===== config.mk =====
export PLATFORM = sky130hd
export DESIGN_NAME = wireframe_edge_rasterizer
export DESIGN_NICKNAME = d
export VERILOG_FILES = /design/src/sv/wer_pkg.sv /design/src/sv/wireframe_edge_rasterizer.sv /design/src/sv/wer_div.sv /design/src/sv/wer_dp.sv /design/src/sv/wer_ctrl.sv
export SDC_FILE = /design/constraint.sdc
export NUM_CORES = 2
export LEC_CHECK = 0
export ABC_AREA = 1
export BUFFER_PORTS_ARGS = -buffer_cell sky130_fd_sc_hd__buf_2
export CORE_UTILIZATION = 25
export DETAILED_ROUTE_END_ITERATION = 10
export PLACE_DENSITY = 0.49
export SYNTH_ARGS = -nofsm -noshare
export SYNTH_HDL_FRONTEND = slang
export SYNTH_SLANG_ARGS = --single-unit

===== constraint.sdc =====
create_clock -name clk_i -period 14.2 [get_ports clk_i]
set_clock_uncertainty 0.15 [all_clocks]
set_input_delay 1.42 -clock clk_i [delete_from_list [all_inputs] [get_ports clk_i]]
set_output_delay 1.42 -clock clk_i [all_outputs]
set_load 0.01 [all_outputs]

===== src/sv/wer_pkg.sv =====
// ----------------------------------------------------------------------------
// wer_pkg
// Shared types and constants of the wireframe edge rasteriser.
// ----------------------------------------------------------------------------
`default_nettype none

package wer_pkg;

  localparam int ZOOM_W     = 6;
  localparam int SHIFT_W    = 11;
  localparam int Z_W        = 5;
  localparam int PIX_W      = 17;
  localparam int COLOUR_W   = 24;
  localparam int CFG_IDX_W  = 2;
  localparam int CFG_DATA_W = 11;

  // Isometric coefficients cos(0.8) and sin(0.8) in Q20, rounded to nearest
  localparam int COEF_FRAC = 20;
  localparam int COS_Q20   = 730550;
  localparam int SIN_Q20   = 752202;

  localparam logic [COLOUR_W-1:0] RED_COLOUR   = 24'he80c0c;
  localparam logic [COLOUR_W-1:0] WHITE_COLOUR = 24'hffffff;

  typedef enum logic [CFG_IDX_W-1:0] {
    CFG_ZOOM     = 2'd0,
    CFG_SHIFT_X  = 2'd1,
    CFG_SHIFT_Y  = 2'd2,
    CFG_PROJ_OFF = 2'd3
  } cfg_idx_e;

  typedef struct packed {
    logic load;
    logic scale;
    logic proj;
    logic place;
    logic delta;
    logic absval;
    logic max;
    logic div_start;
    logic walk_init;
    logic emit;
  } dp_cmd_t;

  typedef struct packed {
    logic short_edge;
    logic div_busy;
    logic can_emit;
    logic last;
  } dp_sts_t;

endpackage

`default_nettype wire


===== src/sv/wireframe_edge_rasterizer.sv =====
// ----------------------------------------------------------------------------
// wireframe_edge_rasterizer
// Projects one height-map grid edge and walks it as a DDA line, one pixel a
// transaction.
// ----------------------------------------------------------------------------
// One edge at a time: after the accepting cycle the setup steps (grid scaling,
// projection multiply, placement, delta, magnitude, maximum, length check)
// run in order, the two step divisions then run side by side up to the step
// load, and the walk then delivers one pixel a cycle while the output is not
// stalled, up to MAX_PIXELS pixels. An edge shorter than one pixel is dropped
// after the length check and gives no pixel. The shift-subtract divider sets
// the setup time.
// ----------------------------------------------------------------------------
`default_nettype none

module wireframe_edge_rasterizer
  import wer_pkg::*;
#(
  parameter int GRID_BITS  = 10,
  parameter int FRAC_BITS  = 16,
  parameter int MAX_PIXELS = 64
) (
  input  wire logic                    clk_i,
  input  wire logic                    rst_ni,
  input  wire logic                    cfg_valid,
  output      logic                    cfg_ready,
  input  wire logic [CFG_IDX_W-1:0]    cfg_index_i,
  input  wire logic [CFG_DATA_W-1:0]   cfg_data_i,
  input  wire logic                    valid_i,
  output      logic                    stall_o,
  input  wire logic [GRID_BITS-1:0]    col_i,
  input  wire logic [GRID_BITS-1:0]    row_i,
  input  wire logic                    dir_i,
  input  wire logic signed [Z_W-1:0]   z_start_i,
  input  wire logic signed [Z_W-1:0]   z_end_i,
  output      logic                    valid_o,
  input  wire logic                    stall_i,
  output      logic signed [PIX_W-1:0] px_o,
  output      logic signed [PIX_W-1:0] py_o,
  output      logic [COLOUR_W-1:0]     colour_o,
  output      logic                    last_o
);

  dp_cmd_t cmd;
  dp_sts_t sts;

  assign cfg_ready = 1'b1;

  wer_ctrl u_ctrl (
    .clk_i      (clk_i),
    .rst_ni     (rst_ni),
    .in_valid_i (valid_i),
    .in_stall_o (stall_o),
    .sts_i      (sts),
    .cmd_o      (cmd)
  );

  wer_dp #(
    .GRID_BITS  (GRID_BITS),
    .FRAC_BITS  (FRAC_BITS),
    .MAX_PIXELS (MAX_PIXELS)
  ) u_dp (
    .clk_i       (clk_i),
    .rst_ni      (rst_ni),
    .cfg_we_i    (cfg_valid && cfg_ready),
    .cfg_index_i (cfg_index_i),
    .cfg_data_i  (cfg_data_i),
    .col_i       (col_i),
    .row_i       (row_i),
    .dir_i       (dir_i),
    .z_start_i   (z_start_i),
    .z_end_i     (z_end_i),
    .out_stall_i (stall_i),
    .out_valid_o (valid_o),
    .px_o        (px_o),
    .py_o        (py_o),
    .colour_o    (colour_o),
    .last_o      (last_o),
    .cmd_i       (cmd),
    .sts_o       (sts)
  );

  a_accept_locks: assert property (@(posedge clk_i) disable iff (!rst_ni)
    valid_i && !stall_o |=> stall_o)
    else $error("edge accepted but input not held off");

  a_emit_busy: assert property (@(posedge clk_i) disable iff (!rst_ni)
    cmd.emit |-> stall_o)
    else $error("pixel emitted while input open");

  a_last_frees: assert property (@(posedge clk_i) disable iff (!rst_ni)
    cmd.emit && sts.last |=> !stall_o)
    else $error("input not reopened after last pixel");

  a_div_runs: assert property (@(posedge clk_i) disable iff (!rst_ni)
    cmd.div_start |=> sts.div_busy)
    else $error("divider did not start");

endmodule

`default_nettype wire


===== src/sv/wer_div.sv =====
// ----------------------------------------------------------------------------
// wer_div
// Restoring divider: (dividend * 2^(QW-2)) / divisor, one quotient bit a cycle,
// truncated toward zero. Requires |dividend| <= divisor.
// ----------------------------------------------------------------------------
`default_nettype none

module wer_div #(
  parameter int W  = 37,
  parameter int QW = 18
) (
  input  wire logic                clk_i,
  input  wire logic                rst_ni,
  input  wire logic                start_i,
  input  wire logic signed [W-1:0] dividend_i,
  input  wire logic        [W-1:0] divisor_i,
  output      logic                busy_o,
  output      logic signed [QW-1:0] quo_o
);

  localparam int CNT_W = $clog2(QW);

  logic             busy_q, busy_d;
  logic [CNT_W-1:0] cnt_q, cnt_d;
  logic [W:0]       rem_q, rem_d;
  logic [QW-2:0]    quo_q, quo_d;
  logic [W-1:0]     den_q, den_d;
  logic             neg_q, neg_d;
  logic             ge;
  logic [W:0]       diff;
  logic [W-1:0]     mag;

  always_comb begin
    mag    = dividend_i[W-1] ? W'(-dividend_i) : W'(dividend_i);
    ge     = rem_q >= {1'b0, den_q};
    diff   = ge ? rem_q - {1'b0, den_q} : rem_q;
    busy_d = busy_q;
    cnt_d  = cnt_q;
    rem_d  = rem_q;
    quo_d  = quo_q;
    den_d  = den_q;
    neg_d  = neg_q;
    if (start_i) begin
      busy_d = 1'b1;
      cnt_d  = CNT_W'(QW - 1);
      rem_d  = {1'b0, mag};
      quo_d  = '0;
      den_d  = divisor_i;
      neg_d  = dividend_i[W-1];
    end else if (busy_q) begin
      rem_d = {diff[W-1:0], 1'b0};
      quo_d = {quo_q[QW-3:0], ge};
      cnt_d = cnt_q - CNT_W'(1);
      if (cnt_q == CNT_W'(1)) begin
        busy_d = 1'b0;
      end
    end
  end

  always_ff @(posedge clk_i or negedge rst_ni) begin
    if (!rst_ni) begin
      busy_q <= 1'b0;
      cnt_q  <= '0;
    end else begin
      busy_q <= busy_d;
      cnt_q  <= cnt_d;
    end
  end

  always_ff @(posedge clk_i) begin
    rem_q <= rem_d;
    quo_q <= quo_d;
    den_q <= den_d;
    neg_q <= neg_d;
  end

  assign busy_o = busy_q;
  assign quo_o  = neg_q ? -$signed({1'b0, quo_q}) : $signed({1'b0, quo_q});

endmodule

`default_nettype wire


===== src/sv/wer_dp.sv =====
// ----------------------------------------------------------------------------
// wer_dp
// Datapath: configuration, projection, line setup, step division and DDA walk
// with the output register.
// ----------------------------------------------------------------------------
`default_nettype none

module wer_dp
  import wer_pkg::*;
#(
  parameter int GRID_BITS  = 10,
  parameter int FRAC_BITS  = 16,
  parameter int MAX_PIXELS = 64
) (
  input  wire logic                        clk_i,
  input  wire logic                        rst_ni,
  input  wire logic                        cfg_we_i,
  input  wire logic [CFG_IDX_W-1:0]        cfg_index_i,
  input  wire logic [CFG_DATA_W-1:0]       cfg_data_i,
  input  wire logic [GRID_BITS-1:0]        col_i,
  input  wire logic [GRID_BITS-1:0]        row_i,
  input  wire logic                        dir_i,
  input  wire logic signed [Z_W-1:0]       z_start_i,
  input  wire logic signed [Z_W-1:0]       z_end_i,
  input  wire logic                        out_stall_i,
  output      logic                        out_valid_o,
  output      logic signed [PIX_W-1:0]     px_o,
  output      logic signed [PIX_W-1:0]     py_o,
  output      logic [COLOUR_W-1:0]         colour_o,
  output      logic                        last_o,
  input  wire dp_cmd_t                     cmd_i,
  output      dp_sts_t                     sts_o
);

  localparam int GX_W  = GRID_BITS + ZOOM_W + 1;
  localparam int DF_W  = GX_W + 1;
  localparam int CF_W  = FRAC_BITS + 1;
  localparam int PR_W  = DF_W + CF_W;
  localparam int W     = GX_W + FRAC_BITS + 4;
  localparam int QW    = FRAC_BITS + 2;
  localparam int PC_W  = $clog2(MAX_PIXELS);
  localparam int CSH   = COEF_FRAC - FRAC_BITS;
  localparam int COS_I = (COS_Q20 + ((1 << CSH) >> 1)) >> CSH;
  localparam int SIN_I = (SIN_Q20 + ((1 << CSH) >> 1)) >> CSH;
  localparam logic signed [CF_W-1:0] COS_C = CF_W'(COS_I);
  localparam logic signed [CF_W-1:0] SIN_C = CF_W'(SIN_I);
  localparam logic signed [W-1:0] ONE =
    {{(W-FRAC_BITS-1){1'b0}}, 1'b1, {FRAC_BITS{1'b0}}};
  localparam logic signed [W-1:0] NEG_ONE = -ONE;

  function automatic logic signed [W-1:0] to_q(input logic signed [W-1:0] v);
    return v <<< FRAC_BITS;
  endfunction

  // truncate toward zero, wrap to pixel width
  function automatic logic signed [PIX_W-1:0] trunc_q(input logic signed [W-1:0] v);
    logic signed [W-1:0] sh;
    logic                adj;
    sh  = v >>> FRAC_BITS;
    adj = v[W-1] && (v[FRAC_BITS-1:0] != '0);
    return PIX_W'(sh + W'(adj));
  endfunction

  function automatic logic cont(input logic signed [W-1:0] v);
    return (v >= ONE) || (v <= NEG_ONE);
  endfunction

  // configuration
  logic [ZOOM_W-1:0]         zoom_q;
  logic signed [SHIFT_W-1:0] shift_x_q, shift_y_q;
  logic                      proj_off_q;

  always_ff @(posedge clk_i or negedge rst_ni) begin
    if (!rst_ni) begin
      zoom_q     <= ZOOM_W'(1);
      shift_x_q  <= '0;
      shift_y_q  <= '0;
      proj_off_q <= 1'b0;
    end else if (cfg_we_i) begin
      case (cfg_idx_e'(cfg_index_i))
        CFG_ZOOM:     zoom_q     <= cfg_data_i[ZOOM_W-1:0];
        CFG_SHIFT_X:  shift_x_q  <= $signed(cfg_data_i[SHIFT_W-1:0]);
        CFG_SHIFT_Y:  shift_y_q  <= $signed(cfg_data_i[SHIFT_W-1:0]);
        CFG_PROJ_OFF: proj_off_q <= cfg_data_i[0];
        default:      zoom_q     <= zoom_q;
      endcase
    end
  end

  // edge registers
  logic [GRID_BITS-1:0]    col_q, row_q;
  logic                    dir_q;
  logic signed [Z_W-1:0]   z0_q, z1_q;
  logic [COLOUR_W-1:0]     edge_colour_q;
  logic [GX_W-1:0]         gx0_q, gy0_q, gx1_q, gy1_q;
  logic signed [PR_W-1:0]  prx0_q, pry0_q, prx1_q, pry1_q;
  logic signed [DF_W-1:0]  dfx0, sfy0, dfx1, sfy1;
  logic signed [W-1:0]     cur_x_q, cur_y_q, end_x_q, end_y_q;
  logic signed [W-1:0]     dx_q, dy_q, adx_q, ady_q, mx_q;
  logic signed [W-1:0]     rem_x_q, rem_y_q, remn_x_q, remn_y_q;
  logic signed [QW-1:0]    step_x_q, step_y_q;
  logic [PC_W-1:0]         cnt_q;
  logic signed [PIX_W-1:0] px_q, py_q;
  logic [COLOUR_W-1:0]     colour_q;
  logic                    last_q, out_valid_q, last;
  logic signed [QW-1:0]    quo_x, quo_y;
  logic                    busy_x, busy_y;

  assign dfx0 = $signed({1'b0, gx0_q}) - $signed({1'b0, gy0_q});
  assign sfy0 = $signed({1'b0, gx0_q}) + $signed({1'b0, gy0_q});
  assign dfx1 = $signed({1'b0, gx1_q}) - $signed({1'b0, gy1_q});
  assign sfy1 = $signed({1'b0, gx1_q}) + $signed({1'b0, gy1_q});

  assign last = (cnt_q == PC_W'(MAX_PIXELS - 1)) || !(cont(remn_x_q) || cont(remn_y_q));

  always_ff @(posedge clk_i) begin
    if (cmd_i.load) begin
      col_q         <= col_i;
      row_q         <= row_i;
      dir_q         <= dir_i;
      z0_q          <= z_start_i;
      z1_q          <= z_end_i;
      edge_colour_q <= (z_start_i != '0 || z_end_i != '0) ? RED_COLOUR : WHITE_COLOUR;
    end
    if (cmd_i.scale) begin
      gx0_q <= GX_W'(col_q) * GX_W'(zoom_q);
      gy0_q <= GX_W'(row_q) * GX_W'(zoom_q);
      gx1_q <= (GX_W'(col_q) + GX_W'(!dir_q)) * GX_W'(zoom_q);
      gy1_q <= (GX_W'(row_q) + GX_W'(dir_q)) * GX_W'(zoom_q);
    end
    if (cmd_i.proj) begin
      prx0_q <= dfx0 * COS_C;
      pry0_q <= sfy0 * SIN_C;
      prx1_q <= dfx1 * COS_C;
      pry1_q <= sfy1 * SIN_C;
    end
    if (cmd_i.place) begin
      cur_x_q <= (proj_off_q ? to_q(W'($signed({1'b0, gx0_q}))) : W'(prx0_q))
                 + to_q(W'(shift_x_q));
      cur_y_q <= (proj_off_q ? to_q(W'($signed({1'b0, gy0_q})))
                             : W'(pry0_q) - to_q(W'(z0_q)))
                 + to_q(W'(shift_y_q));
      end_x_q <= (proj_off_q ? to_q(W'($signed({1'b0, gx1_q}))) : W'(prx1_q))
                 + to_q(W'(shift_x_q));
      end_y_q <= (proj_off_q ? to_q(W'($signed({1'b0, gy1_q})))
                             : W'(pry1_q) - to_q(W'(z1_q)))
                 + to_q(W'(shift_y_q));
    end
    if (cmd_i.delta) begin
      dx_q    <= end_x_q - cur_x_q;
      dy_q    <= end_y_q - cur_y_q;
      rem_x_q <= cur_x_q - end_x_q;
      rem_y_q <= cur_y_q - end_y_q;
    end
    if (cmd_i.absval) begin
      adx_q <= dx_q[W-1] ? -dx_q : dx_q;
      ady_q <= dy_q[W-1] ? -dy_q : dy_q;
    end
    if (cmd_i.max) begin
      mx_q <= (adx_q > ady_q) ? adx_q : ady_q;
    end
    if (cmd_i.walk_init) begin
      step_x_q <= quo_x;
      step_y_q <= quo_y;
      remn_x_q <= rem_x_q + W'(quo_x);
      remn_y_q <= rem_y_q + W'(quo_y);
      cnt_q    <= '0;
    end
    if (cmd_i.emit) begin
      px_q     <= trunc_q(cur_x_q);
      py_q     <= trunc_q(cur_y_q);
      colour_q <= edge_colour_q;
      last_q   <= last;
      cur_x_q  <= cur_x_q + W'(step_x_q);
      cur_y_q  <= cur_y_q + W'(step_y_q);
      rem_x_q  <= remn_x_q;
      rem_y_q  <= remn_y_q;
      remn_x_q <= remn_x_q + W'(step_x_q);
      remn_y_q <= remn_y_q + W'(step_y_q);
      cnt_q    <= cnt_q + PC_W'(1);
    end
  end

  always_ff @(posedge clk_i or negedge rst_ni) begin
    if (!rst_ni) begin
      out_valid_q <= 1'b0;
    end else if (cmd_i.emit) begin
      out_valid_q <= 1'b1;
    end else if (!out_stall_i) begin
      out_valid_q <= 1'b0;
    end
  end

  wer_div #(.W(W), .QW(QW)) u_div_x (
    .clk_i      (clk_i),
    .rst_ni     (rst_ni),
    .start_i    (cmd_i.div_start),
    .dividend_i (dx_q),
    .divisor_i  ($unsigned(mx_q)),
    .busy_o     (busy_x),
    .quo_o      (quo_x)
  );

  wer_div #(.W(W), .QW(QW)) u_div_y (
    .clk_i      (clk_i),
    .rst_ni     (rst_ni),
    .start_i    (cmd_i.div_start),
    .dividend_i (dy_q),
    .divisor_i  ($unsigned(mx_q)),
    .busy_o     (busy_y),
    .quo_o      (quo_y)
  );

  assign sts_o.short_edge = mx_q < ONE;
  assign sts_o.div_busy   = busy_x || busy_y;
  assign sts_o.can_emit   = !out_valid_q || !out_stall_i;
  assign sts_o.last       = last;

  assign out_valid_o = out_valid_q;
  assign px_o        = px_q;
  assign py_o        = py_q;
  assign colour_o    = colour_q;
  assign last_o      = last_q;

endmodule

`default_nettype wire


===== src/sv/wer_ctrl.sv =====
// ----------------------------------------------------------------------------
// wer_ctrl
// Sequencer: steps one edge through setup, division and the pixel walk.
// ----------------------------------------------------------------------------
`default_nettype none

module wer_ctrl
  import wer_pkg::*;
(
  input  wire logic    clk_i,
  input  wire logic    rst_ni,
  input  wire logic    in_valid_i,
  output      logic    in_stall_o,
  input  wire dp_sts_t sts_i,
  output      dp_cmd_t cmd_o
);

  typedef enum logic [3:0] {
    ST_IDLE, ST_SCALE, ST_PROJ, ST_PLACE, ST_DELTA, ST_ABS, ST_MAX, ST_CHECK,
    ST_DIV, ST_WALK
  } state_e;

  state_e state_q, state_d;

  always_comb begin
    cmd_o   = '0;
    state_d = state_q;
    case (state_q)
      ST_IDLE: begin
        if (in_valid_i) begin
          cmd_o.load = 1'b1;
          state_d    = ST_SCALE;
        end
      end
      ST_SCALE: begin
        cmd_o.scale = 1'b1;
        state_d     = ST_PROJ;
      end
      ST_PROJ: begin
        cmd_o.proj = 1'b1;
        state_d    = ST_PLACE;
      end
      ST_PLACE: begin
        cmd_o.place = 1'b1;
        state_d     = ST_DELTA;
      end
      ST_DELTA: begin
        cmd_o.delta = 1'b1;
        state_d     = ST_ABS;
      end
      ST_ABS: begin
        cmd_o.absval = 1'b1;
        state_d      = ST_MAX;
      end
      ST_MAX: begin
        cmd_o.max = 1'b1;
        state_d   = ST_CHECK;
      end
      ST_CHECK: begin
        // drop edges shorter than one pixel
        if (sts_i.short_edge) begin
          state_d = ST_IDLE;
        end else begin
          cmd_o.div_start = 1'b1;
          state_d         = ST_DIV;
        end
      end
      ST_DIV: begin
        if (!sts_i.div_busy) begin
          cmd_o.walk_init = 1'b1;
          state_d         = ST_WALK;
        end
      end
      ST_WALK: begin
        if (sts_i.can_emit) begin
          cmd_o.emit = 1'b1;
          if (sts_i.last) begin
            state_d = ST_IDLE;
          end
        end
      end
      default: state_d = ST_IDLE;
    endcase
  end

  always_ff @(posedge clk_i or negedge rst_ni) begin
    if (!rst_ni) begin
      state_q <= ST_IDLE;
    end else begin
      state_q <= state_d;
    end
  end

  assign in_stall_o = state_q != ST_IDLE;

endmodule

`default_nettype wire

==> key figures <==
Status
  • Outcome: finished, violations left
  • Failing checks: DRC

Floorplanning
  • I/O Pins: 111
  • Width of the chip: 668 µm
  • Die Y: 668 µm
  • Starting Density: 0.251
  • Die Area: 446000 µm²
  • Row cnt: 244
  • Core area: 441000 µm²

STA
  • Rel. slew slack: 0.130
  • RSZ-0062 raised after global routing: false
  • Final Hold Vio Count: 0
  • Setup_tns: 0 ns
  • Fmax: 126 MHz
  • Worst Tran Pin Value: 1.29 ns
  • Pins over their slew limit: 0
  • Setup-failing EPs final: 0
  • Tmin final: 7.94 ns
  • Fin crit share: 0.559

CTS
  • CTS tree: done
  • H-Tree Depth: 3
  • CTS buffer count: 123
  • Root Driver: clkbuf_16
  • Post-CTS Setup Repair Bufs: 0
  • Longest Clk Path Bufs: 4
  • Clock Pin Slew Worst Setup and Hold Paths: 0.08 ns
  • Sink Count: 988
  • Hold-fix buffers, CTS: 0
  • Post-cts resize count: 0
  • Clk_lat worst skew: 0.92 ns

Synthesis
  • Most common cell in the netlist: nand2_1
  • Seq cells post-synth: 988
  • Sequential cell area fraction in the yosys report: 0.263
  • Ys flop type: edfxtp_1
  • Synth top area share: 0.246
  • EDFF count, synth: 906
  • Yosys warns: 0
  • Cell taking the most area after synthesis: edfxtp_1
  • Ys async rst share: 0.0466
  • Netlist Area Pre-Place: 111000 µm²
  • Synth Area per Inst: 7.66 µm²
  • Synthesized instance count: 14500
  • Dominant cells by area after synthesis: edfxtp_1 (25%), ha_1 (14%), fa_1 (11%)
  • Post-synth top cells: nand2_1 (3384), inv_1 (2408), ha_1 (1282)
  • Distinct cell type count after synthesis: 72

Route
  • Final wirelength: 396 mm
  • DR pass1 iterations: 9
  • DR WL/cell: 19.3 µm
  • Vias: 95300
  • DRC viols: 8
  • DRT antenna net count: 0
  • Vias per cell: 4.65
  • Starting DRC count in detailed routing: 6819

Setup path
  • Top cell by count, worst path: fa_1
  • Critical Path Source Type: register
  • Slowest cell on crit path: fa_1
  • Crit-path max cell delay: 0.59 ns
  • Worst EP required: 14.64 ns
  • Worst EP arrival: 8.38 ns
  • Crit Path Category: register to register
  • Crit. End Element: register
  • Crit Path Max Fanout: 20

Finish
  • Layout Nets: 16500
  • Layout filler cell count: 48600
  • Finished Core Util: 0.276
  • Non-filler instance count after layout: 20500
  • Area of the multi-input gates: 71300 µm²
  • Post-route cell area: 122000 µm²
  • Layout cells sized above 1: 0.0350
  • Top flop regs: u_dp.u_div_x.rem_q: 38 flops, u_dp.u_div_y.rem_q: 38 flops
  • Storage element area: 29100 µm²
  • Area Growth Syn to Fin: 10.2%

Global route
  • Largest net degree at the start of global routing: 137
  • GR Util met2: 0.296
  • GRT overflow: 0
  • Initial antenna violation count: 8
  • Met1 usage: 0.232
  • Number of global-route vias before repair: 94200
  • GRT Overall Usage: 0.174
  • Most Used Layer, Global Route: met2
  • Met3 usage: 0.0116
  • First-pass GRT wire length: 590 mm

Placed design
  • PortBufs: 101
  • Hpwl dp: 334 mm
  • GPL Wtd Cong: 0.939
  • DP Cell Count: 20300
  • Cell Area, Placed: 118000 µm²

Job
  • Max_cap viols: 0

Worst hold path
  • Worst Hold Class: register to register
==> metal layers <==
metal / up-vias / wire [µm] / share of wire
li1: 47300 / - / -
met1: 45400 / 181000 / 0.46
met2: 2150 / 186000 / 0.47
met3: 426 / 14600 / 0.037
met4: 2 / 15100 / 0.038
met5: - / 13 / 0.000033
==> cells by family (layout without fill, tap and decap cells) <==
group,count (synthesis),after routing,share of synthesized area
flops,988,988,0.263
compound gates,2227,2227,0.109
other cells,1,17,0.0000339
buf+inv,2697,2824,0.0946
fa+ha+maj,1918,1918,0.260
simple gates,6083,6083,0.231
xor+xnor,541,541,0.0431
==> area by class of cell <==
cell class,count,area share
Multi-Input combinational cell,10800,0.585
Sequential cell,988,0.238
Inverter,2442,0.0752
Tap cell,5904,0.0605
Clock buffer,151,0.0265
Timing Repair Buffer,160,0.00800
Clock inverter,71,0.00676
Antenna cell,8,0.000164
==> through the flow <==
stage	worst slack [ns]	hold WS [ns]
6_report	6.26	0.255
5_1_grt	5.68	0.269
4_1_cts	6.15	0.263
3_5_place_dp	6.17	0.255
3_3_place_gp	6.14	0.252
2_1_floorplan	3.43	0.250
==> path summary, 6_finish.rpt <==
path / start / end / slack, ns / cells past startpoint
min in group asynchronous: rst_ni / u_dp.out_valid_o / 0.48 / 1
hold / removal: u_dp.mx_q[14] / u_dp.u_div_x.den_q[14] / 0.26 / 0
hold reg to reg: u_dp.mx_q[14] / u_dp.u_div_x.den_q[14] / 0.26 / 0
max in group asynchronous: rst_ni / u_dp.proj_off_q / 12.51 / 1
setup reg to reg: u_dp.gx1_q[2] / u_dp.pry1_q[34] / 6.26 / 27
setup / recovery: u_dp.gx1_q[2] / u_dp.pry1_q[34] / 6.26 / 27
==> cell usage in the layout, fill, tap and decap left out, types with 44 or more instances in the layout <==
cell / count
a21oi_1: 1005
nand2_1: 3382
buf_2: 100
nor4_1: 50
ha_1: 1282
nand3_1: 804
o21ai_0: 743
xnor2_1: 134
nor2_1: 1226
nor3_1: 181
edfxtp_1: 906
o21bai_1: 61
a21o_1: 73
dfrtp_1: 44
nand4_1: 171
xor2_1: 403
buf_4: 58
o21a_1: 55
o21ai_1: 107
fa_1: 636
inv_1: 2408
clkbuf_16: 123
nand3b_1: 126
==> critical path, delay by kind of cell (launching register included) <==
family                   cells  cell delay [ns]
flip-flops                   1             0.42
buffers and inverters        5             0.81
AND/OR/NAND/NOR              5             0.67
AO/OA/AOI/OAI                7             1.46
adder cells (fa/ha/maj)      8             3.84
XOR/XNOR                     2             0.34
Power is not shown: default switching activity piles up to over one toggle a cycle in this logic, so the estimate is an artifact.
